[src/rtl/core/pcp_pkg.sv]
// ----------------------------------------------------------------------------
// pcp_pkg
// Types, codes and small lookup functions shared by the PNG chunk parser.
// ----------------------------------------------------------------------------
package pcp_pkg;

   localparam int unsigned BYTE_W    = 8;
   localparam int unsigned WORD_W    = 32;
   localparam int unsigned DIM_W     = 31;
   localparam int unsigned CHAN_W    = 3;
   localparam int unsigned STATUS_W  = 2;

   // Last position of the signature and of the 4-byte header and CRC fields
   localparam logic [WORD_W-1:0] SIG_LAST   = 32'd7;
   localparam logic [WORD_W-1:0] FIELD_LAST = 32'd3;
   localparam logic [WORD_W-1:0] SIG_LEN    = 32'd8;
   localparam logic [WORD_W-1:0] WORD_MAX   = 32'hFFFF_FFFF;

   // IHDR payload positions
   localparam logic [WORD_W-1:0] IHDR_WIDTH_END  = 32'd4;
   localparam logic [WORD_W-1:0] IHDR_HEIGHT_END = 32'd8;
   localparam logic [WORD_W-1:0] IHDR_DEPTH_POS  = 32'd8;
   localparam logic [WORD_W-1:0] IHDR_COLOR_POS  = 32'd9;

   // Chunk type codes
   localparam logic [WORD_W-1:0] KIND_IHDR = 32'h4948_4452;
   localparam logic [WORD_W-1:0] KIND_IDAT = 32'h4944_4154;
   localparam logic [WORD_W-1:0] KIND_IEND = 32'h4945_4E44;

   typedef enum logic [2:0] {
      PH_SIG  = 3'd0,
      PH_LEN  = 3'd1,
      PH_TYPE = 3'd2,
      PH_DATA = 3'd3,
      PH_CRC  = 3'd4,
      PH_DONE = 3'd5,
      PH_ERR  = 3'd6
   } phase_type;

   typedef enum logic [STATUS_W-1:0] {
      ST_PARSING = 2'd0,
      ST_DONE    = 2'd1,
      ST_BAD_SIG = 2'd2,
      ST_NO_END  = 2'd3
   } status_type;

   typedef struct packed {
      logic [BYTE_W-1:0] data_byte;
      logic              end_of_file;
   } req_item_type;

   typedef struct packed {
      logic              payload_valid;
      logic [BYTE_W-1:0] payload_byte;
      status_type        status;
      logic [DIM_W-1:0]  image_width;
      logic [DIM_W-1:0]  image_height;
      logic [BYTE_W-1:0] bit_depth;
      logic [BYTE_W-1:0] color_kind;
      logic [CHAN_W-1:0] channel_count;
      logic [WORD_W-1:0] payload_total;
      logic [WORD_W-1:0] payload_chunks;
   } rsp_item_type;

   // Fixed PNG file signature, one byte per position
   function automatic logic [BYTE_W-1:0] sig_byte(input logic [2:0] idx);
      logic [BYTE_W-1:0] val;
      case (idx)
         3'd0: val = 8'h89;
         3'd1: val = 8'h50;
         3'd2: val = 8'h4E;
         3'd3: val = 8'h47;
         3'd4: val = 8'h0D;
         3'd5: val = 8'h0A;
         3'd6: val = 8'h1A;
         3'd7: val = 8'h0A;
         default: val = 8'h00;
      endcase
      return val;
   endfunction

   // Colour type to number of channels; unknown types give zero
   function automatic logic [CHAN_W-1:0] channels_of(input logic [BYTE_W-1:0] kind);
      logic [CHAN_W-1:0] val;
      case (kind)
         8'd0:    val = 3'd1;
         8'd3:    val = 3'd1;
         8'd4:    val = 3'd2;
         8'd2:    val = 3'd3;
         8'd6:    val = 3'd4;
         default: val = 3'd0;
      endcase
      return val;
   endfunction

endpackage

[src/rtl/core/pcp_if.sv]
// ----------------------------------------------------------------------------
// pcp channel interfaces
// Valid/ready channels for the file bytes in and the parse results out.
// ----------------------------------------------------------------------------
interface pcp_req_if;
   logic                        valid;
   logic                        ready;
   logic [pcp_pkg::BYTE_W-1:0]  data_byte;
   logic                        end_of_file;

   modport source (output valid, output data_byte, output end_of_file, input ready);
   modport sink   (input valid, input data_byte, input end_of_file, output ready);
endinterface

interface pcp_rsp_if;
   logic                          valid;
   logic                          ready;
   logic                          payload_valid;
   logic [pcp_pkg::BYTE_W-1:0]    payload_byte;
   logic [pcp_pkg::STATUS_W-1:0]  status;
   logic [pcp_pkg::DIM_W-1:0]     image_width;
   logic [pcp_pkg::DIM_W-1:0]     image_height;
   logic [pcp_pkg::BYTE_W-1:0]    bit_depth;
   logic [pcp_pkg::BYTE_W-1:0]    color_kind;
   logic [pcp_pkg::CHAN_W-1:0]    channel_count;
   logic [pcp_pkg::WORD_W-1:0]    payload_total;
   logic [pcp_pkg::WORD_W-1:0]    payload_chunks;

   modport source (
      output valid, output payload_valid, output payload_byte, output status,
      output image_width, output image_height, output bit_depth, output color_kind,
      output channel_count, output payload_total, output payload_chunks,
      input  ready
   );
   modport sink (
      input  valid, input payload_valid, input payload_byte, input status,
      input  image_width, input image_height, input bit_depth, input color_kind,
      input  channel_count, input payload_total, input payload_chunks,
      output ready
   );
endinterface

[src/rtl/core/pcp_in_stage.sv]
// ----------------------------------------------------------------------------
// pcp_in_stage
// Input register: holds one file byte until the walker consumes it.
// ----------------------------------------------------------------------------
module pcp_in_stage (
   input  logic                  clock,
   input  logic                  reset,
   pcp_req_if.sink               req_chan,
   input  logic                  advance,
   output logic                  item_valid,
   output pcp_pkg::req_item_type item
);

   logic                  valid_ff;
   logic                  valid_in;
   pcp_pkg::req_item_type item_ff;
   logic                  take;

   // Refill in the same cycle the held byte moves on
   assign req_chan.ready = !valid_ff || advance;
   assign take           = req_chan.valid && req_chan.ready;

   always_comb begin
      if (take) begin
         valid_in = 1'b1;
      end else if (advance) begin
         valid_in = 1'b0;
      end else begin
         valid_in = valid_ff;
      end
   end

   always_ff @(posedge clock) begin
      if (reset) begin
         valid_ff <= 1'b0;
      end else begin
         valid_ff <= valid_in;
      end
   end

   always_ff @(posedge clock) begin
      if (take) begin
         item_ff.data_byte   <= req_chan.data_byte;
         item_ff.end_of_file <= req_chan.end_of_file;
      end
   end

   assign item_valid = valid_ff;
   assign item       = item_ff;

endmodule

[src/rtl/core/pcp_walker.sv]
// ----------------------------------------------------------------------------
// pcp_walker
// Chunk walker: parse state, IHDR capture and IDAT counters, one byte a step.
// ----------------------------------------------------------------------------
module pcp_walker (
   input  logic                  clock,
   input  logic                  reset,
   input  logic                  step,
   input  pcp_pkg::req_item_type item,
   output pcp_pkg::rsp_item_type result
);

   pcp_pkg::phase_type                phase_ff, phase_in, upd_phase;
   logic [pcp_pkg::WORD_W-1:0]        count_ff, count_in, upd_count;
   logic [pcp_pkg::WORD_W-1:0]        len_ff, len_in, upd_len;
   logic [pcp_pkg::WORD_W-1:0]        kind_ff, kind_in, upd_kind;
   logic [pcp_pkg::DIM_W-1:0]         width_ff, width_in, upd_width;
   logic [pcp_pkg::DIM_W-1:0]         height_ff, height_in, upd_height;
   logic [pcp_pkg::BYTE_W-1:0]        depth_ff, depth_in, upd_depth;
   logic [pcp_pkg::BYTE_W-1:0]        color_ff, color_in, upd_color;
   logic [pcp_pkg::CHAN_W-1:0]        chan_ff, chan_in, upd_chan;
   logic [pcp_pkg::WORD_W-1:0]        total_ff, total_in, upd_total;
   logic [pcp_pkg::WORD_W-1:0]        chunks_ff, chunks_in, upd_chunks;

   logic [pcp_pkg::BYTE_W-1:0]        b;
   logic                              last;
   logic [pcp_pkg::WORD_W-1:0]        len_shift;
   logic [pcp_pkg::WORD_W-1:0]        kind_shift;
   logic [pcp_pkg::WORD_W-1:0]        count_inc;
   logic [pcp_pkg::WORD_W:0]          total_sum;
   logic [pcp_pkg::WORD_W:0]          count_inc_w;
   logic                              data_end;
   logic                              field_end;

   assign b           = item.data_byte;
   assign last        = item.end_of_file;
   assign len_shift   = {len_ff[23:0], b};
   assign kind_shift  = {kind_ff[23:0], b};
   assign count_inc   = count_ff + 32'd1;
   assign count_inc_w = {1'b0, count_ff} + 33'd1;
   assign total_sum   = {1'b0, total_ff} + {1'b0, len_ff};
   assign data_end    = count_inc_w >= {1'b0, len_ff};
   assign field_end   = count_ff >= pcp_pkg::FIELD_LAST;

   // Next state
   always_comb begin
      upd_phase  = phase_ff;
      upd_count  = count_ff;
      upd_len    = len_ff;
      upd_kind   = kind_ff;
      upd_width  = width_ff;
      upd_height = height_ff;
      upd_depth  = depth_ff;
      upd_color  = color_ff;
      upd_chan   = chan_ff;
      upd_total  = total_ff;
      upd_chunks = chunks_ff;
      case (phase_ff)
         pcp_pkg::PH_SIG: begin
            if (b != pcp_pkg::sig_byte(count_ff[2:0])) begin
               upd_phase = pcp_pkg::PH_ERR;
               upd_count = '0;
            end else if (count_ff >= pcp_pkg::SIG_LAST) begin
               upd_phase = pcp_pkg::PH_LEN;
               upd_count = '0;
            end else begin
               upd_count = count_inc;
            end
         end
         pcp_pkg::PH_LEN: begin
            upd_len = len_shift;
            if (field_end) begin
               upd_phase = pcp_pkg::PH_TYPE;
               upd_count = '0;
            end else begin
               upd_count = count_inc;
            end
         end
         pcp_pkg::PH_TYPE: begin
            upd_kind = kind_shift;
            if (field_end) begin
               upd_count = '0;
               if (kind_shift == pcp_pkg::KIND_IEND) begin
                  upd_phase = pcp_pkg::PH_DONE;
               end else begin
                  if (kind_shift == pcp_pkg::KIND_IDAT) begin
                     upd_total = total_sum[pcp_pkg::WORD_W] ? pcp_pkg::WORD_MAX
                                                            : total_sum[pcp_pkg::WORD_W-1:0];
                     if (chunks_ff != pcp_pkg::WORD_MAX) begin
                        upd_chunks = chunks_ff + 32'd1;
                     end
                  end
                  upd_phase = (len_ff == '0) ? pcp_pkg::PH_CRC : pcp_pkg::PH_DATA;
               end
            end else begin
               upd_count = count_inc;
            end
         end
         pcp_pkg::PH_DATA: begin
            if (kind_ff == pcp_pkg::KIND_IHDR) begin
               if (count_ff < pcp_pkg::IHDR_WIDTH_END) begin
                  upd_width = {width_ff[22:0], b};
               end else if (count_ff < pcp_pkg::IHDR_HEIGHT_END) begin
                  upd_height = {height_ff[22:0], b};
               end else if (count_ff == pcp_pkg::IHDR_DEPTH_POS) begin
                  upd_depth = b;
               end else if (count_ff == pcp_pkg::IHDR_COLOR_POS) begin
                  upd_color = b;
                  upd_chan  = pcp_pkg::channels_of(b);
               end
            end
            if (data_end) begin
               upd_phase = pcp_pkg::PH_CRC;
               upd_count = '0;
            end else begin
               upd_count = count_inc;
            end
         end
         pcp_pkg::PH_CRC: begin
            if (field_end) begin
               upd_phase = pcp_pkg::PH_LEN;
               upd_count = '0;
               upd_len   = '0;
               upd_kind  = '0;
            end else begin
               upd_count = count_inc;
            end
         end
         default: begin
         end
      endcase
   end

   // Drop back to the reset state after the last byte of a file
   always_comb begin
      if (last) begin
         phase_in  = pcp_pkg::PH_SIG;
         count_in  = '0;
         len_in    = '0;
         kind_in   = '0;
         width_in  = '0;
         height_in = '0;
         depth_in  = '0;
         color_in  = '0;
         chan_in   = '0;
         total_in  = '0;
         chunks_in = '0;
      end else begin
         phase_in  = upd_phase;
         count_in  = upd_count;
         len_in    = upd_len;
         kind_in   = upd_kind;
         width_in  = upd_width;
         height_in = upd_height;
         depth_in  = upd_depth;
         color_in  = upd_color;
         chan_in   = upd_chan;
         total_in  = upd_total;
         chunks_in = upd_chunks;
      end
   end

   // Result for this byte
   always_comb begin
      result.payload_valid = 1'b0;
      result.payload_byte  = '0;
      if (phase_ff == pcp_pkg::PH_DATA && kind_ff == pcp_pkg::KIND_IDAT) begin
         result.payload_valid = 1'b1;
         result.payload_byte  = b;
      end
      if (upd_phase == pcp_pkg::PH_DONE) begin
         result.status = pcp_pkg::ST_DONE;
      end else if (upd_phase == pcp_pkg::PH_ERR) begin
         result.status = pcp_pkg::ST_BAD_SIG;
      end else if (last) begin
         result.status = (upd_phase == pcp_pkg::PH_SIG) ? pcp_pkg::ST_BAD_SIG
                                                        : pcp_pkg::ST_NO_END;
      end else begin
         result.status = pcp_pkg::ST_PARSING;
      end
      result.image_width    = upd_width;
      result.image_height   = upd_height;
      result.bit_depth      = upd_depth;
      result.color_kind     = upd_color;
      result.channel_count  = upd_chan;
      result.payload_total  = upd_total;
      result.payload_chunks = upd_chunks;
   end

   always_ff @(posedge clock) begin
      if (reset) begin
         phase_ff  <= pcp_pkg::PH_SIG;
         count_ff  <= '0;
         len_ff    <= '0;
         kind_ff   <= '0;
         width_ff  <= '0;
         height_ff <= '0;
         depth_ff  <= '0;
         color_ff  <= '0;
         chan_ff   <= '0;
         total_ff  <= '0;
         chunks_ff <= '0;
      end else if (step) begin
         phase_ff  <= phase_in;
         count_ff  <= count_in;
         len_ff    <= len_in;
         kind_ff   <= kind_in;
         width_ff  <= width_in;
         height_ff <= height_in;
         depth_ff  <= depth_in;
         color_ff  <= color_in;
         chan_ff   <= chan_in;
         total_ff  <= total_in;
         chunks_ff <= chunks_in;
      end
   end

   a_sig_count_in_range: assert property (@(posedge clock) disable iff (reset)
      phase_ff == pcp_pkg::PH_SIG |-> count_ff < pcp_pkg::SIG_LEN)
      else $error("signature position out of range");

   a_clear_after_last: assert property (@(posedge clock) disable iff (reset)
      step && last |=> phase_ff == pcp_pkg::PH_SIG && count_ff == '0
                       && total_ff == '0 && chunks_ff == '0 && len_ff == '0)
      else $error("state not cleared after last byte");

   a_payload_status: assert property (@(posedge clock) disable iff (reset)
      step && result.payload_valid |->
         result.status == pcp_pkg::ST_PARSING || result.status == pcp_pkg::ST_NO_END)
      else $error("IDAT byte forwarded with a final status");

   a_counters_grow: assert property (@(posedge clock) disable iff (reset)
      step && !last |=> chunks_ff >= $past(chunks_ff) && total_ff >= $past(total_ff))
      else $error("IDAT counters went backwards within a file");

endmodule

[src/rtl/core/pcp_out_stage.sv]
// ----------------------------------------------------------------------------
// pcp_out_stage
// Result register: holds one result until the sink takes it.
// ----------------------------------------------------------------------------
module pcp_out_stage (
   input  logic                  clock,
   input  logic                  reset,
   input  logic                  item_valid,
   input  pcp_pkg::rsp_item_type result,
   output logic                  advance,
   pcp_rsp_if.source             rsp_chan
);

   logic                  valid_ff;
   logic                  valid_in;
   pcp_pkg::rsp_item_type rsp_ff;

   // Move the walker on whenever the result register is free or being emptied
   assign advance = item_valid && (!valid_ff || rsp_chan.ready);

   always_comb begin
      if (advance) begin
         valid_in = 1'b1;
      end else if (rsp_chan.ready) begin
         valid_in = 1'b0;
      end else begin
         valid_in = valid_ff;
      end
   end

   always_ff @(posedge clock) begin
      if (reset) begin
         valid_ff <= 1'b0;
      end else begin
         valid_ff <= valid_in;
      end
   end

   always_ff @(posedge clock) begin
      if (advance) begin
         rsp_ff <= result;
      end
   end

   assign rsp_chan.valid          = valid_ff;
   assign rsp_chan.payload_valid  = rsp_ff.payload_valid;
   assign rsp_chan.payload_byte   = rsp_ff.payload_byte;
   assign rsp_chan.status         = rsp_ff.status;
   assign rsp_chan.image_width    = rsp_ff.image_width;
   assign rsp_chan.image_height   = rsp_ff.image_height;
   assign rsp_chan.bit_depth      = rsp_ff.bit_depth;
   assign rsp_chan.color_kind     = rsp_ff.color_kind;
   assign rsp_chan.channel_count  = rsp_ff.channel_count;
   assign rsp_chan.payload_total  = rsp_ff.payload_total;
   assign rsp_chan.payload_chunks = rsp_ff.payload_chunks;

endmodule

[src/rtl/core/png_chunk_parser_core.sv]
// ----------------------------------------------------------------------------
// png_chunk_parser_core
// Byte-serial PNG container walker with IHDR capture and IDAT forwarding.
// ----------------------------------------------------------------------------
// Feed the file one byte per transfer on req_chan, flagging the final byte
// with end_of_file; every byte gives exactly one result on rsp_chan. While
// the sink is ready, the block sustains one byte per clock: the whole
// per-byte update (signature check, header assembly, IHDR capture,
// saturating IDAT counters) is a single pass of logic between the input
// register and the result register, and req_chan.ready only drops while a
// result is held in the result register and the input register is full as
// well. The result after the final byte reports the outcome, after which
// the parser is back at the start of a new file.
// ----------------------------------------------------------------------------
module png_chunk_parser_core (
   input  logic      clock,
   input  logic      reset,
   pcp_req_if.sink   req_chan,
   pcp_rsp_if.source rsp_chan
);

   // Byte held in the input register and its valid flag
   logic                  item_valid;
   pcp_pkg::req_item_type item;

   // High when the held byte is consumed by the walker this cycle
   logic                  advance;

   // Walker result for the held byte, before the result register
   pcp_pkg::rsp_item_type result;

   // Capture each byte transfer; hold it while the result side stalls
   pcp_in_stage u_in_stage (
      .clock      (clock),
      .reset      (reset),
      .req_chan   (req_chan),
      .advance    (advance),
      .item_valid (item_valid),
      .item       (item)
   );

   // Advance the parse state by one byte and form its result
   pcp_walker u_walker (
      .clock  (clock),
      .reset  (reset),
      .step   (advance),
      .item   (item),
      .result (result)
   );

   // Register the result and present it until transferred
   pcp_out_stage u_out_stage (
      .clock      (clock),
      .reset      (reset),
      .item_valid (item_valid),
      .result     (result),
      .advance    (advance),
      .rsp_chan   (rsp_chan)
   );

endmodule
[src/flat_wrapper.sv]
// flat-port wrapper written by rule: the top's interface ports become plain ports
module png_chunk_parser_core_flat 
  (clock, reset, req_chan_valid, req_chan_data_byte, req_chan_end_of_file, req_chan_ready, rsp_chan_valid, rsp_chan_payload_valid, rsp_chan_payload_byte, rsp_chan_status, rsp_chan_image_width, rsp_chan_image_height, rsp_chan_bit_depth, rsp_chan_color_kind, rsp_chan_channel_count, rsp_chan_payload_total, rsp_chan_payload_chunks, rsp_chan_ready);
  pcp_req_if req_chan_i ();
  pcp_rsp_if rsp_chan_i ();
  input  logic clock;
  input  logic reset;
  input wire logic [$bits(req_chan_i.valid)-1:0] req_chan_valid;
  input wire logic [$bits(req_chan_i.data_byte)-1:0] req_chan_data_byte;
  input wire logic [$bits(req_chan_i.end_of_file)-1:0] req_chan_end_of_file;
  output wire logic [$bits(req_chan_i.ready)-1:0] req_chan_ready;
  output wire logic [$bits(rsp_chan_i.valid)-1:0] rsp_chan_valid;
  output wire logic [$bits(rsp_chan_i.payload_valid)-1:0] rsp_chan_payload_valid;
  output wire logic [$bits(rsp_chan_i.payload_byte)-1:0] rsp_chan_payload_byte;
  output wire logic [$bits(rsp_chan_i.status)-1:0] rsp_chan_status;
  output wire logic [$bits(rsp_chan_i.image_width)-1:0] rsp_chan_image_width;
  output wire logic [$bits(rsp_chan_i.image_height)-1:0] rsp_chan_image_height;
  output wire logic [$bits(rsp_chan_i.bit_depth)-1:0] rsp_chan_bit_depth;
  output wire logic [$bits(rsp_chan_i.color_kind)-1:0] rsp_chan_color_kind;
  output wire logic [$bits(rsp_chan_i.channel_count)-1:0] rsp_chan_channel_count;
  output wire logic [$bits(rsp_chan_i.payload_total)-1:0] rsp_chan_payload_total;
  output wire logic [$bits(rsp_chan_i.payload_chunks)-1:0] rsp_chan_payload_chunks;
  input wire logic [$bits(rsp_chan_i.ready)-1:0] rsp_chan_ready;
  assign req_chan_i.valid = req_chan_valid;
  assign req_chan_i.data_byte = req_chan_data_byte;
  assign req_chan_i.end_of_file = req_chan_end_of_file;
  assign req_chan_ready = req_chan_i.ready;
  assign rsp_chan_valid = rsp_chan_i.valid;
  assign rsp_chan_payload_valid = rsp_chan_i.payload_valid;
  assign rsp_chan_payload_byte = rsp_chan_i.payload_byte;
  assign rsp_chan_status = rsp_chan_i.status;
  assign rsp_chan_image_width = rsp_chan_i.image_width;
  assign rsp_chan_image_height = rsp_chan_i.image_height;
  assign rsp_chan_bit_depth = rsp_chan_i.bit_depth;
  assign rsp_chan_color_kind = rsp_chan_i.color_kind;
  assign rsp_chan_channel_count = rsp_chan_i.channel_count;
  assign rsp_chan_payload_total = rsp_chan_i.payload_total;
  assign rsp_chan_payload_chunks = rsp_chan_i.payload_chunks;
  assign rsp_chan_i.ready = rsp_chan_ready;
  png_chunk_parser_core u_core (.clock(clock), .reset(reset), .req_chan(req_chan_i), .rsp_chan(rsp_chan_i));
endmodule
[config.mk]
export PLATFORM = sky130hd
export DESIGN_NAME = png_chunk_parser_core_flat
export DESIGN_NICKNAME = d
export VERILOG_FILES = /design/src/rtl/core/pcp_pkg.sv /design/src/rtl/core/pcp_if.sv /design/src/rtl/core/pcp_in_stage.sv /design/src/rtl/core/pcp_walker.sv /design/src/rtl/core/pcp_out_stage.sv /design/src/rtl/core/png_chunk_parser_core.sv /design/src/flat_wrapper.sv
export SDC_FILE = /design/constraint.sdc
export NUM_CORES = 1
export LEC_CHECK = 0
export ABC_AREA = 0
export BUFFER_PORTS_ARGS = -buffer_cell sky130_fd_sc_hd__buf_4
export CORE_MARGIN = 2
export CORE_UTILIZATION = 54
export DETAILED_ROUTE_END_ITERATION = 10
export PLACE_DENSITY = 0.76
export SKIP_CTS_REPAIR_TIMING = 1
export SLEW_MARGIN = 40
export SYNTH_ARGS = -nofsm -noshare
export SYNTH_HDL_FRONTEND = slang
export SYNTH_SLANG_ARGS = --single-unit
[constraint.sdc]
create_clock -name clock -period 6.85 [get_ports clock]
set_input_delay 1.37 -clock clock [delete_from_list [all_inputs] [get_ports clock]]
set_output_delay 1.37 -clock clock [all_outputs]
set_load 0.02 [all_outputs]
==> flow_summary.ini, run 1 <==
[worst_setup_path]
cp_max_fo = 10
path_class = flip-flop to flip-flop
worstSetupStartpointType = flip-flop
worstSetupEndpointType = flip-flop
cp.required_ps = 7180
cp.arrival_ps = 5640

[logic_synthesis]
synth.distinct_cells = 79
synth-edff-count = 165
syn_area_per_cell_um2 = 9.47
netlist_top_cells_count = nor2_1, dfxtp_1, nand2_1, a21oi_1, edfxtp_1
ys_seq_elements = 418
post-synth-top-count-cell = nor2_1
syn-num-nets = 2240
async_flop_share_pct = 0
yosysTopAreaCell = dfxtp_1
netlist_instances = 2154
synth.area.top_cells = dfxtp_1, edfxtp_1, nor2_1
ys_seq_area_share_pct = 49.1
yosys_warnings = 0
synth_top_area_share_pct = 24.8
syn_area_um2 = 20400
synth_flop_cell = dfxtp_1

[layout]
insertedDiodeCount = 0
nNetsFinal = 2344
multi_input_area_um2 = 9700
design_area_um2 = 23600
area_growth_pct = 15.4
nFillCells = 2999
ff_latch_area_um2 = 10000
drive_gt1_share_pct = 16.1

[clock_network]
cts_tree = yes
numCtsBuffers = 45
clkTransAtPathRegs_ps = 60
root_buffer = clkbuf_16
numClockSinks = 418
htreeDepth = 2
clk_path_buf_depth = 3
clock_latency_ps = 580

[flow_run]
drv_cap = 0

[floorplan]
rows = 71
core_area_um2 = 37400
die_x_um = 198
fp.dieH_um = 198
start_util_pct = 54.6
ios = 171
die_area_um2 = 39400

[timing]
worst_slew_pin_slew_ps = 818
rsz0062_at_grt = no
hold_viol = 0
fin_skew_ps = 16.4
setup_viol_count_final = 0
slew_headroom_pct = 45.4
drv_slew = 0
post-route-period-util_pct = 77.4
fmax_ghz = 0.189
tns_ps = 0
period_minus_slack_ps = 5300
worst_slack_ps = 1550

[status]
status = completed

[detailed_routing]
routedWlPerCell_um = 18.0
drt-initial-drc-count = 1370
drc = 0
final_antenna_net_count = 0
vias = 16600
viasPerCell = 5.92
wl_um = 50500
first_pass_iters = 6

[power]
power_leakage_uw = 0.00877
ir_drop_v = 0.000178
power_density_nw_per_um2 = 228

[placement]
pre_cts_ws_ps = 1580
dp_hpwl_um = 33100
place_area_um2 = 22000
io_buffers = 170
place_congestion = 0.902

[global_routing]
antenna_found_initial = 0
grt_start_max_net_pins = 141
track_usage_pct = 25.0
grt_pass1_vias = 15100
grt_remaining_overflow = 0
grt_pass1_wl_um = 79000

[hold_path]
hold_path_class = flip-flop to flip-flop
-- power breakdown --
group	total [µW]	leakage, µW	internal [µW]	switching [µW]
clock	2400	0.000715	1410	988
combinational	301	0.00457	96.8	204
sequential	2670	0.00349	2640	36.2
total	5370	0.00877	4140	1230
-- registers in the layout, indices dropped and copies added, names as in the netlist, 31 cells and up, named ones only --
register and flops:
u_core.u_out_stage.rsp_chan.image_height 31, u_core.u_walker.count_ff 32, u_core.u_walker.width_ff 31, u_core.u_walker.chunks_ff 32
u_core.u_out_stage.rsp_chan.payload_chunks 32, u_core.u_walker.total_ff 32, u_core.u_walker.height_ff 31, u_core.u_out_stage.rsp_chan.image_width 31
u_core.u_walker.kind_ff 32, u_core.u_out_stage.rsp_chan.payload_total 32, u_core.u_walker.len_ff 32
-- through the flow --
step	std cells	hold slack, ps	power (µW)	utilization (%)
6_report	2805	452	5370	63.0
5_1_grt	2805	469	5540	63.0
4_1_cts	2801	453	5410	62.7
3_5_place_dp	2718	445	3020	58.8
3_3_place_gp	2718	435	3010	58.7
2_1_floorplan	2154	427	2890	-
-- critical path, cell delays in order (launching register included) --
cell and delay, ps:
dfxtp_1 520, nand4_1 270, nor4_1 630, and2_1 310
nand2_1 90, nor2_1 250, nand3_1 220, nor2_1 200
xor2_1 100, ha_1 300, nand3_1 120, or4_1 570
nand2b_1 190, o22ai_1 170, nor4_1 120, a2111oi_2 490
and3b_1 240, a211o_1 260
-- cells by family (layout without fill, tap and decap cells) --
family / Yosys count / after routing / synth area share [%]
multiplexers: 82 / 82 / 4.51
flip-flops: 418 / 418 / 49.1
adder cells (fa/ha/maj): 73 / 73 / 4.51
buffers and inverters: 193 / 333 / 3.83
AND/OR/NAND/NOR: 826 / 826 / 19.3
AO/OA/AOI/OAI: 468 / 468 / 14.7
XOR/XNOR: 94 / 94 / 4.03
-- layer usage --
layer	share of wire [%]	up-vias	GRT usage (%)
li1	-	7980	-
met1	44	7940	34.3
met2	47	574	40.2
met3	6.5	104	4.22
met4	2.7	0	8.41
met5	0	-	0
-- area by class of cell --
class / count / area share (%)
Timing Repair Buffer: 193 / 6.43
Multi-Input combinational cell: 1543 / 41.2
Clock inverter: 16 / 0.770
Tap cell: 511 / 2.71
Clock buffer: 67 / 5.43
Inverter: 57 / 0.940
Sequential cell: 418 / 42.5
-- final timing paths --
path,slack [ps],start,end,cells past startpoint
min,450,u_core.u_walker.kind_ff[25],u_core.u_walker.kind_ff[25],2
max reg2reg,1550,u_core.u_walker.count_ff[3],u_core.u_out_stage.rsp_chan.status[1],17
max,1550,u_core.u_walker.count_ff[3],u_core.u_out_stage.rsp_chan.status[1],17
min reg2reg,450,u_core.u_walker.kind_ff[25],u_core.u_walker.kind_ff[25],2
-- cells in the final DEF (no fill, tap or decap), types with 16 or more instances in the layout --
cell	instances
nor2_1	268
dfxtp_1	253
nand2_1	208
buf_4	187
a21oi_1	168
edfxtp_1	165
nand3_1	109
a22oi_1	109
mux2_2	80
ha_1	72
o21ai_0	61
xnor2_1	60
inv_1	56
clkbuf_16	46
nor3_1	34
xor2_1	34
nand4_1	33
nor4_1	26
a21o_1	25
and2_1	23
or3_1	19
nor2b_1	16
clkbuf_1	16
(Power assumes the default switching activity.)
==> run 2: changes to the inputs <==
clock period = 4.7 ns   (was 6.85 ns; I/O delays follow)
==> flow_summary.ini, run 2 (synthesized netlist as in run 1, its figures left out) <==
[detailed_routing]
drc = 0
final_antenna_net_count = 0
routedWlPerCell_um = 18.3
first_pass_iters = 5
vias = 16700
viasPerCell = 5.91
wl_um = 51900
drt-initial-drc-count = 1500

[layout]
drive_gt1_share_pct = 17.8
design_area_um2 = 23800
area_growth_pct = 16.7
multi_input_area_um2 = 9720
utilization_pct = 63.7
ff_latch_area_um2 = 10000
nFillCells = 2987
nNetsFinal = 2366
layout_common_cells = nor2_1, dfxtp_1, buf_4, nand2_1, a21oi_1
final_common_cell = nor2_1

[worst_setup_path]
cp_max_fo = 4
rr_worst_depth = 19
cp.required_ps = 5030
worstSetupEndpointType = flip-flop
cp.arrival_ps = 4720
worstSetupStartpointType = flip-flop
path_class = flip-flop to flip-flop

[floorplan]
die_area_um2 = 39400
rows = 71
fp.dieH_um = 198
core_area_um2 = 37400
ios = 171
start_util_pct = 54.6
die_x_um = 198

[timing]
worst_slack_ps = 305
hold_viol = 0
fin_skew_ps = 14.9
setup_viol_count_final = 0
period_minus_slack_ps = 4390
post-route-period-util_pct = 93.5
fmax_ghz = 0.228
worst_slew_pin_slew_ps = 866
slew_headroom_pct = 42.3
drv_slew = 0

[clock_network]
clk_path_buf_depth = 3
cts_tree = yes
numCtsBuffers = 45
htreeDepth = 2
clkTransAtPathRegs_ps = 60
numClockSinks = 418
clock_latency_ps = 580
root_buffer = clkbuf_16

[global_routing]
grt_pass1_wl_um = 81200
grt_start_max_net_pins = 111
antenna_found_initial = 1
grt_pass1_vias = 15600
grt_remaining_overflow = 0
track_usage_pct = 25.7

[placement]
io_buffers = 170
dp_hpwl_um = 34900
pre_cts_ws_ps = 172
place_congestion = 0.896
place_area_um2 = 22200

[hold_path]
min_path_cells = 2
hold_path_class = flip-flop to flip-flop

[power]
power_density_nw_per_um2 = 336
power_leakage_uw = 0.00892
ir_drop_v = 0.000226

[status]
status = completed

[flow_run]
drv_cap = 0
-- run 2: cell count changes in the layout (fill, tap and decap cells not counted), sizes merged --
cell / before / now
clkbuf: 67 / 65
buf: 193 / 214
diode: 0 / 1
clkinv: 11 / 12
bufinv: 3 / 4
inv: 58 / 60
-- run 2: power by group --
group	total, µW	leakage (µW)	switching (µW)	internal [µW]
Clock	3660	0.000761	1480	2180
Combinational	455	0.00466	310	145
Sequential	3890	0.00349	45.2	3840
-- run 2: worst max-delay path, cell delays in order, from the launching register on --
cell       delay, ps
dfxtp_1          380
nand4_1          170
nor4_2           270
buf_4            170
and2_2           190
nand2_1           80
nor2_1           140
nand3_1          130
buf_4            180
xnor2_1          130
ha_1             280
nand3_1          130
or4_4            530
nand2b_1         160
o22ai_1          150
nor4_1           140
a2111oi_2        400
buf_4            190
o21ai_0           90
a32o_1           230
-- run 2: final cells by class --
type | instances | area share (%)
diodes | 1 | 0.0105
repair buffers | 215 | 6.94
flip-flops and latches | 418 | 42.1
well taps | 511 | 2.69
inverters | 57 | 0.920
clock buffers | 64 | 5.51
multi-input cells | 1543 | 40.8
clock inverters | 20 | 0.978
-- run 2: metal layers --
metal  vias to the layer above  wire length, µm  track usage (%)
li1                       8030                -                -
met1                      8022            22500             34.4
met2                       552            24500             41.5
met3                       125             3030             4.22
met4                         0             1850             10.4
met5                         -                0                0
-- run 2: worst paths after layout --
path / start / slack [ps] / to
min: u_core.u_walker.kind_ff[29] / 460 / u_core.u_walker.kind_ff[29]
max reg2reg: u_core.u_walker.count_ff[5] / 310 / u_core.u_out_stage.rsp_chan.status[0]
min reg2reg: u_core.u_walker.kind_ff[29] / 460 / u_core.u_walker.kind_ff[29]
max: u_core.u_walker.count_ff[5] / 310 / u_core.u_out_stage.rsp_chan.status[0]
-- run 2: stage by stage --
step	setup TNS [ps]	hold WS [ps]	instances	total power [µW]
after floorplan	0	427	2154	4210
after global placement	0	437	2742	4400
after detailed placement	0	447	2742	4410
after CTS	0	456	2826	8050
after global routing	-5.67	478	2829	8230
final	0	456	2829	8000
